### src/hdl/alpd_pkg.sv
// shared types and constants of the ascii length-prefixed deframer
`default_nettype none
package alpd_pkg;

	localparam int BYTE_W         = 8;
	localparam int ACC_W          = 20;
	localparam int TYPE_W         = 15;
	localparam int LEN_W          = 20;
	localparam int OUT_DATA_W     = 48;
	localparam int OUT_USER_W     = 4;
	localparam int TYPE_CHARS_DEF = 4;
	localparam int LENGTH_CHARS_DEF = 6;

	localparam logic [ACC_W-1:0]  ACC_MAX      = 20'hFFFFF;
	localparam logic [ACC_W-1:0]  TYPE_POS_MAX = 20'd16383;
	localparam logic [ACC_W-1:0]  TYPE_NEG_MAX = 20'd16384;

	localparam logic [BYTE_W-1:0] CHAR_ZERO  = 8'h30;
	localparam logic [BYTE_W-1:0] CHAR_NINE  = 8'h39;
	localparam logic [BYTE_W-1:0] CHAR_PLUS  = 8'h2B;
	localparam logic [BYTE_W-1:0] CHAR_MINUS = 8'h2D;
	localparam logic [BYTE_W-1:0] CHAR_SPACE = 8'h20;
	localparam logic [BYTE_W-1:0] CHAR_TAB   = 8'h09;
	localparam logic [BYTE_W-1:0] CHAR_CR    = 8'h0D;

	typedef enum logic [1:0] {
		ERR_NONE   = 2'd0,
		ERR_TYPE   = 2'd1,
		ERR_LENGTH = 2'd2
	} err_t;

	// running state of one header field
	typedef struct packed {
		logic [ACC_W-1:0] acc;
		logic             negative;
		logic             has_digit;
		logic             stopped;
		logic             started;
	} field_t;

endpackage
`default_nettype wire

### src/hdl/alpd_field.sv
// stoi-style decimal field parser, one character per step
`default_nettype none
module alpd_field (
	input  wire logic                       clk,
	input  wire logic                       arst_n,
	input  wire logic                       step,
	input  wire logic                       clear,
	input  wire logic [alpd_pkg::BYTE_W-1:0] char_in,
	output alpd_pkg::field_t                parsed
);

	alpd_pkg::field_t field_q;
	logic             is_digit;
	logic             is_space;
	logic             is_sign;
	logic [3:0]       digit;
	logic [alpd_pkg::ACC_W+3:0] prod;

	assign is_digit = (char_in >= alpd_pkg::CHAR_ZERO) && (char_in <= alpd_pkg::CHAR_NINE);
	assign is_space = (char_in == alpd_pkg::CHAR_SPACE) ||
		((char_in >= alpd_pkg::CHAR_TAB) && (char_in <= alpd_pkg::CHAR_CR));
	assign is_sign  = (char_in == alpd_pkg::CHAR_PLUS) || (char_in == alpd_pkg::CHAR_MINUS);
	assign digit    = 4'(char_in - alpd_pkg::CHAR_ZERO);

	// acc * 10 + digit by shift and add
	assign prod = {1'b0, field_q.acc, 3'b000} + {3'b000, field_q.acc, 1'b0}
		+ {(alpd_pkg::ACC_W)'(0), digit};

	always_comb begin
		parsed = field_q;
		if (!field_q.stopped) begin
			priority if (is_digit) begin
				parsed.started   = 1'b1;
				parsed.has_digit = 1'b1;
				if (prod > {4'b0000, alpd_pkg::ACC_MAX}) begin
					parsed.acc = alpd_pkg::ACC_MAX;
				end else begin
					parsed.acc = prod[alpd_pkg::ACC_W-1:0];
				end
			end else if (!field_q.started && is_space) begin
				parsed = field_q;
			end else if (!field_q.started && is_sign) begin
				parsed.started  = 1'b1;
				parsed.negative = (char_in == alpd_pkg::CHAR_MINUS);
			end else begin
				parsed.stopped = 1'b1;
			end
		end
	end

	always_ff @(posedge clk or negedge arst_n) begin
		if (!arst_n) begin
			field_q <= '0;
		end else if (step) begin
			if (clear) begin
				field_q <= '0;
			end else begin
				field_q <= parsed;
			end
		end
	end

endmodule
`default_nettype wire

### src/hdl/ascii_length_prefixed_deframer.sv
// a byte passes from the input register through the parse step into the result register
// throughput: one byte per cycle while the output is not stalled, header and payload alike,
// set by the single parse step between the input register and the result register
// a stalled output holds one result while the input register takes the next byte
// reset: arst_n clears all control state at once; the block expects a header after reset
`default_nettype none
module ascii_length_prefixed_deframer #(
	parameter int TYPE_CHARS   = alpd_pkg::TYPE_CHARS_DEF,
	parameter int LENGTH_CHARS = alpd_pkg::LENGTH_CHARS_DEF
) (
	input  wire logic                              clk,
	input  wire logic                              arst_n,
	input  wire logic                              s_axis_tvalid,
	output      logic                              s_axis_tready,
	input  wire logic [alpd_pkg::BYTE_W-1:0]       s_axis_tdata,  // data_byte
	output      logic                              m_axis_tvalid,
	input  wire logic                              m_axis_tready,
	// payload_byte [7:0], message_type [22:8], message_length [42:23], zero pad
	output      logic [alpd_pkg::OUT_DATA_W-1:0]   m_axis_tdata,
	// first_flag [0], empty_flag [1], error_code [3:2]
	output      logic [alpd_pkg::OUT_USER_W-1:0]   m_axis_tuser,
	output      logic                              m_axis_tlast   // last_flag
);

	localparam int HDR_CHARS = TYPE_CHARS + LENGTH_CHARS;
	localparam int HIDX_W    = $clog2(HDR_CHARS + 1);

	localparam int ACC_W  = alpd_pkg::ACC_W;
	localparam int TYPE_W = alpd_pkg::TYPE_W;
	localparam int LEN_W  = alpd_pkg::LEN_W;
	localparam int BYTE_W = alpd_pkg::BYTE_W;

	logic                valid_s1;
	logic [BYTE_W-1:0]   byte_s1;

	logic                in_payload_q;
	logic [HIDX_W-1:0]   hidx_q;
	logic [TYPE_W-1:0]   cur_type_q;
	logic [LEN_W-1:0]    cur_len_q;
	logic [LEN_W-1:0]    remaining_q;
	logic                type_error_q;

	logic                out_valid_q;
	logic [BYTE_W-1:0]   out_byte_q;
	logic [TYPE_W-1:0]   out_type_q;
	logic [LEN_W-1:0]    out_len_q;
	logic                out_first_q;
	logic                out_last_q;
	logic                out_empty_q;
	alpd_pkg::err_t      out_err_q;

	logic                advance;
	logic                hdr_step;
	logic [HIDX_W-1:0]   hidx_inc;
	logic                at_type;
	logic                at_end;
	alpd_pkg::field_t    parsed;
	logic [TYPE_W-1:0]   type_val;
	logic                len_bad;

	logic                res_valid;
	logic [BYTE_W-1:0]   res_byte;
	logic [TYPE_W-1:0]   res_type;
	logic [LEN_W-1:0]    res_len;
	logic                res_first;
	logic                res_last;
	logic                res_empty;
	alpd_pkg::err_t      res_err;

	assign advance       = valid_s1 && (!out_valid_q || m_axis_tready);
	assign s_axis_tready = !valid_s1 || advance;
	assign hdr_step      = advance && !in_payload_q;
	assign hidx_inc      = hidx_q + HIDX_W'(1);
	assign at_type       = (hidx_inc == HIDX_W'(TYPE_CHARS));
	assign at_end        = (hidx_inc == HIDX_W'(HDR_CHARS));

	alpd_field u_field (
		.clk     (clk),
		.arst_n  (arst_n),
		.step    (hdr_step),
		.clear   (at_type || at_end),
		.char_in (byte_s1),
		.parsed  (parsed)
	);

	// type field saturates to the signed 15-bit range
	always_comb begin
		if (parsed.negative) begin
			if (parsed.acc > alpd_pkg::TYPE_NEG_MAX) begin
				type_val = TYPE_W'(ACC_W'(0) - alpd_pkg::TYPE_NEG_MAX);
			end else begin
				type_val = TYPE_W'(ACC_W'(0) - parsed.acc);
			end
		end else if (parsed.acc > alpd_pkg::TYPE_POS_MAX) begin
			type_val = TYPE_W'(alpd_pkg::TYPE_POS_MAX);
		end else begin
			type_val = TYPE_W'(parsed.acc);
		end
	end

	// minus zero is a valid zero length
	assign len_bad = !parsed.has_digit || (parsed.negative && (parsed.acc != '0));

	always_comb begin
		res_valid = 1'b0;
		res_byte  = '0;
		res_type  = cur_type_q;
		res_len   = '0;
		res_first = 1'b0;
		res_last  = 1'b1;
		res_empty = 1'b0;
		res_err   = alpd_pkg::ERR_NONE;
		if (in_payload_q) begin
			res_valid = 1'b1;
			res_byte  = byte_s1;
			res_len   = cur_len_q;
			res_first = (remaining_q == cur_len_q);
			res_last  = (remaining_q <= LEN_W'(1));
		end else if (at_end) begin
			priority if (type_error_q) begin
				res_valid = 1'b1;
				res_type  = '0;
				res_err   = alpd_pkg::ERR_TYPE;
			end else if (len_bad) begin
				res_valid = 1'b1;
				res_err   = alpd_pkg::ERR_LENGTH;
			end else if (parsed.acc == '0) begin
				res_valid = 1'b1;
				res_first = 1'b1;
				res_empty = 1'b1;
			end else begin
				res_valid = 1'b0;
			end
		end
	end

	always_ff @(posedge clk or negedge arst_n) begin
		if (!arst_n) begin
			valid_s1 <= 1'b0;
		end else if (s_axis_tready) begin
			valid_s1 <= s_axis_tvalid;
		end
	end

	always_ff @(posedge clk) begin
		if (s_axis_tready && s_axis_tvalid) begin
			byte_s1 <= s_axis_tdata;
		end
	end

	always_ff @(posedge clk or negedge arst_n) begin
		if (!arst_n) begin
			in_payload_q <= 1'b0;
			hidx_q       <= '0;
			cur_type_q   <= '0;
			cur_len_q    <= '0;
			remaining_q  <= '0;
			type_error_q <= 1'b0;
		end else if (advance) begin
			if (in_payload_q) begin
				if (remaining_q <= LEN_W'(1)) begin
					in_payload_q <= 1'b0;
					remaining_q  <= '0;
				end else begin
					remaining_q <= remaining_q - LEN_W'(1);
				end
			end else if (at_end) begin
				hidx_q <= '0;
				priority if (type_error_q) begin
					type_error_q <= 1'b0;
					cur_type_q   <= '0;
					cur_len_q    <= '0;
				end else if (len_bad) begin
					cur_len_q <= '0;
				end else begin
					cur_len_q    <= parsed.acc;
					remaining_q  <= parsed.acc;
					in_payload_q <= (parsed.acc != '0);
				end
			end else begin
				hidx_q <= hidx_inc;
				if (at_type) begin
					type_error_q <= !parsed.has_digit;
					cur_type_q   <= parsed.has_digit ? type_val : '0;
				end
			end
		end
	end

	always_ff @(posedge clk or negedge arst_n) begin
		if (!arst_n) begin
			out_valid_q <= 1'b0;
		end else if (advance) begin
			out_valid_q <= res_valid;
		end else if (m_axis_tready) begin
			out_valid_q <= 1'b0;
		end
	end

	always_ff @(posedge clk) begin
		if (advance && res_valid) begin
			out_byte_q  <= res_byte;
			out_type_q  <= res_type;
			out_len_q   <= res_len;
			out_first_q <= res_first;
			out_last_q  <= res_last;
			out_empty_q <= res_empty;
			out_err_q   <= res_err;
		end
	end

	assign m_axis_tvalid = out_valid_q;
	assign m_axis_tdata  = {(alpd_pkg::OUT_DATA_W - BYTE_W - TYPE_W - LEN_W)'(0),
		out_len_q, out_type_q, out_byte_q};
	assign m_axis_tuser  = {out_err_q, out_empty_q, out_first_q};
	assign m_axis_tlast  = out_last_q;

endmodule
`default_nettype wire

### config.mk
export PLATFORM = sky130hd
export DESIGN_NAME = ascii_length_prefixed_deframer
export DESIGN_NICKNAME = d
export VERILOG_FILES = /design/src/hdl/alpd_pkg.sv /design/src/hdl/alpd_field.sv /design/src/hdl/ascii_length_prefixed_deframer.sv
export SDC_FILE = /design/constraint.sdc
export NUM_CORES = 1
export LEC_CHECK = 0
export ABC_CLOCK_PERIOD_IN_PS = 8500
export BUFFER_PORTS_ARGS = -buffer_cell sky130_fd_sc_hd__buf_2
export CORE_MARGIN = 4
export CORE_UTILIZATION = 25
export CTS_BUF_LIST = sky130_fd_sc_hd__clkbuf_4
export CTS_CLUSTER_SIZE = 28
export DETAILED_ROUTE_END_ITERATION = 12
export GPL_TIMING_DRIVEN = 0
export PLACE_DENSITY_LB_ADDON = 0.3
export SETUP_SLACK_MARGIN = 0.02
export SLEW_MARGIN = 20
export SYNTH_ARGS = -nofsm -noshare
export SYNTH_HDL_FRONTEND = slang
export SYNTH_SLANG_ARGS = --single-unit
### constraint.sdc
create_clock -name clk -period 8.5 [get_ports clk]
set_input_delay 0.85 -clock clk [delete_from_list [all_inputs] [get_ports clk]]
set_output_delay 0.85 -clock clk [all_outputs]
set_load 0.02 [all_outputs]
==> out/summary.txt <==
Dpl cell area -> 9270 sq um
DP HPWL -> 17.9 mm
Synth warnings -> 0
Pwr dens -> 312 nW/um^2
TritonCTS clock tree -> built
Power share of the clock group -> 14.5%
Status -> completed
Max-slew violations -> 0
Comb pwr share -> 53.7%
Setup Viol. Count Final -> 0
Clk_lat worst skew -> 0.57 ns
Nets@finish -> 1019
Iteration-0 DRC Markers -> 529
Final GP Congestion -> 0.879
IO Count -> 67
Synthesized cell area -> 8330 sq um
Largest net degree at the start of global routing -> 45
GRT Util Overall -> 13.0%
Layout cells sized above 1 -> 13.4%
Internal Power -> 0.00159 W
Worst-path maximum fanout -> 26
Clk sinks -> 143
Input/output buffers -> 61
PnR worst setup slack -> 1.86 ns
Max Fclk -> 151 MHz
FFs w/ async S/R, synth -> 60.8%
First-pass DRT Iterations -> 6
CTS resizes -> 0
CP delay by family, top -> compound AO/OA/AOI/OAI gates
Distinct cell type count after synthesis -> 72
Mapped Cells -> 874
Crit end category -> register
Via Count -> 6850
Top cell type by total area after synthesis -> dfrtp_1
Initial Util -> 25.5%
First-pass GRT wire length -> 37.5 mm
Worst-margin pin slew -> 0.988 ns
Endpoints failing hold -> 0
Vias in the first global route -> 6640
# DRC -> 0
Synthesized flop and latch total -> 143
Std cell rows -> 66
Post-route ant nets -> 0
H-tree levels -> 4
Dpl ws -> 1.90 ns
Fill cell count -> 3508
Fin Clk Skew -> 0.0344 ns
Top_reg_cell synth -> dfrtp_1
Peak VDD IR -> 0.139 mV
Clock slew at reported path FFs -> 0.15 ns
Max clock buf depth -> 2
Full die area -> 36300 sq um
Final clock period utilization by the worst path -> 78.1%
Grt ovf -> 0
Static Leak -> 4.07 nW
Vias/cell -> 4.84
Post-Layout Inst Area -> 9540 sq um
Die Ht -> 191 microns
Post-Syn Area per Cell -> 9.54 sq um
Non-filler cells in the finished layout -> 1416
Critical path class -> register to register
Final worst path period need -> 6.64 ns
Most frequent cell after synthesis -> nand2_1
RSZ-0062 raised after global routing -> no
WHS -> 0.201 ns
Sequential Power Share -> 31.8%
Min-delay worst type -> input port to async pin
Yosys top cell area share -> 26.1%
Core area -> 32700 sq um
Sequential fraction of the synthesis area -> 46.3%
Multi-input gate area -> 4200 sq um
MaxCap Viol Count -> 0
Worst setup SP type -> register
Initial antenna violation count -> 1
Routed WL -> 23.7 mm
Synth cell count leaders -> nand2_1, o21ai_0, dfrtp_1
Number of post-CTS setup repair buffers -> 0
Placed insts -> 1383
Die Span X -> 191 microns
Worst Path Buf+Inv -> 4
CP arrival -> 6.88 ns
Worst EP required -> 8.75 ns
Switch share -> 46.6%
CTS Buf Count -> 17
Sequential Area -> 3860 sq um
Synth area leaders -> dfrtp_1, edfxtp_1, ha_1
Area delta synth->final -> 14.5%
Number of flops mapped to enable cells by yosys -> 56
Root Buffer Master -> clkbuf_4
CP cell instances -> fa_1 > fa_1 > a211oi_2 > o211ai_1 > a211oi_2 > o41ai_2 > xnor2_2 > nand4_2 > buf_6 > buf_2 > o22ai_1 > ha_1 > and2_1 > and4b_1 > buf_2 > nand4b_4 > a41oi_1 > nor2_1 > nor2_4 > buf_12
Max-slew headroom -> 34.2%
Critical Path Max Stage Delay -> 0.60 ns
Slowest stage cell, crit path -> nor2_4
Post-DR wirelength/cell -> 16.8 microns
Utilization after layout -> 29.2%
Switching power -> 0.00139 W
Hold_buf cts -> 0
[per-stage QoR]
| step | TNS, ns | power (W) |
|---|---|---|
| after floorplan | 0 | 0.00210 |
| after global placement | -18.92 | 0.00254 |
| after detailed placement | 0 | 0.00255 |
| after CTS | 0 | 0.00300 |
| after global routing | 0 | 0.00320 |
| final | 0 | 0.00298 |
[registers in the layout, indices dropped and copies added, names as in the netlist, 2 cells and up]
register / count
u_field.field_q: 24
cur_len_q: 20
out_len_q: 20
remaining_q: 20
cur_type_q: 15
out_type_q: 15
byte_s1: 8
out_byte_q: 8
hidx_q: 4
out_err_q: 2
[worst paths after layout]
kind                            cells past startpoint             to  slack [ns]       startpoint
worst max-delay path                               20   out_len_q[1]        1.86       byte_s1[3]
worst min-delay path                                1  cur_len_q[15]        0.20           arst_n
worst max register to register                     20   out_len_q[1]        1.86       byte_s1[3]
worst min register to register                      2  cur_type_q[1]        0.49    cur_type_q[1]
max in group asynchronous                           2  cur_type_q[9]        7.70           arst_n
min in group clk                                    1     byte_s1[7]        0.45  s_axis_tdata[7]
[metal layers]
layer | routed length [microns] | up-vias | track usage (%) | share of wire [%]
met4 | 501 | 0 | 4.25 | 2.1
li1 | - | 3322 | - | -
met2 | 11800 | 169 | 22.6 | 50
met1 | 10700 | 3335 | 16.8 | 45
met5 | 0 | - | 0 | 0
met3 | 796 | 24 | 1.90 | 3.4
[final cells by class]
class                   instances  area share [%]
flip-flops and latches        143            40.4
multi-input cells             668            44.0
repair buffers                 63            3.76
clock inverters                12            1.28
clock buffers                  20            1.57
well taps                     442            5.79
plain buffers                  48            2.36
inverters                      19           0.747
diodes                          1          0.0262
[kinds of logic (layout without fill, tap and decap cells)]
| family | Yosys count | count (layout) | synth area share, % |
|---|---|---|---|
| AO/OA/AOI/OAI | 241 | 241 | 18.1 |
| XOR/XNOR | 50 | 50 | 5.43 |
| adder cells (fa/ha/maj) | 47 | 47 | 7.24 |
| buffers and inverters | 67 | 162 | 3.56 |
| flip-flops | 143 | 143 | 46.3 |
| multiplexers | 1 | 1 | 0.135 |
| other | 1 | 6 | 0.0450 |
| AND/OR/NAND/NOR | 324 | 324 | 19.2 |
[layout by cell type (no fill, tap or decap), drive strengths merged, types with 14 or more instances in the layout]
master  instances
xnor2          40
ha             45
nor2           69
nand2         103
inv            18
clkbuf         52
nor3           25
dfrtp          87
o22ai          27
edfxtp         56
nand4          14
o21ai          95
nand3          19
a21oi          49
and2           49
buf            79
[power groups by stage]
stage | clock, W | sequential [W] | combinational, W
after detailed placement | 0 | 0.000961 | 0.00159
final | 0.000433 | 0.000948 | 0.00160
after global placement | 0 | 0.000968 | 0.00157
after global routing | 0.000480 | 0.000964 | 0.00176
after floorplan | 0 | 0.000974 | 0.00112
after CTS | 0.000452 | 0.000947 | 0.00160
No activity file was read; power rests on OpenSTA's default activity.
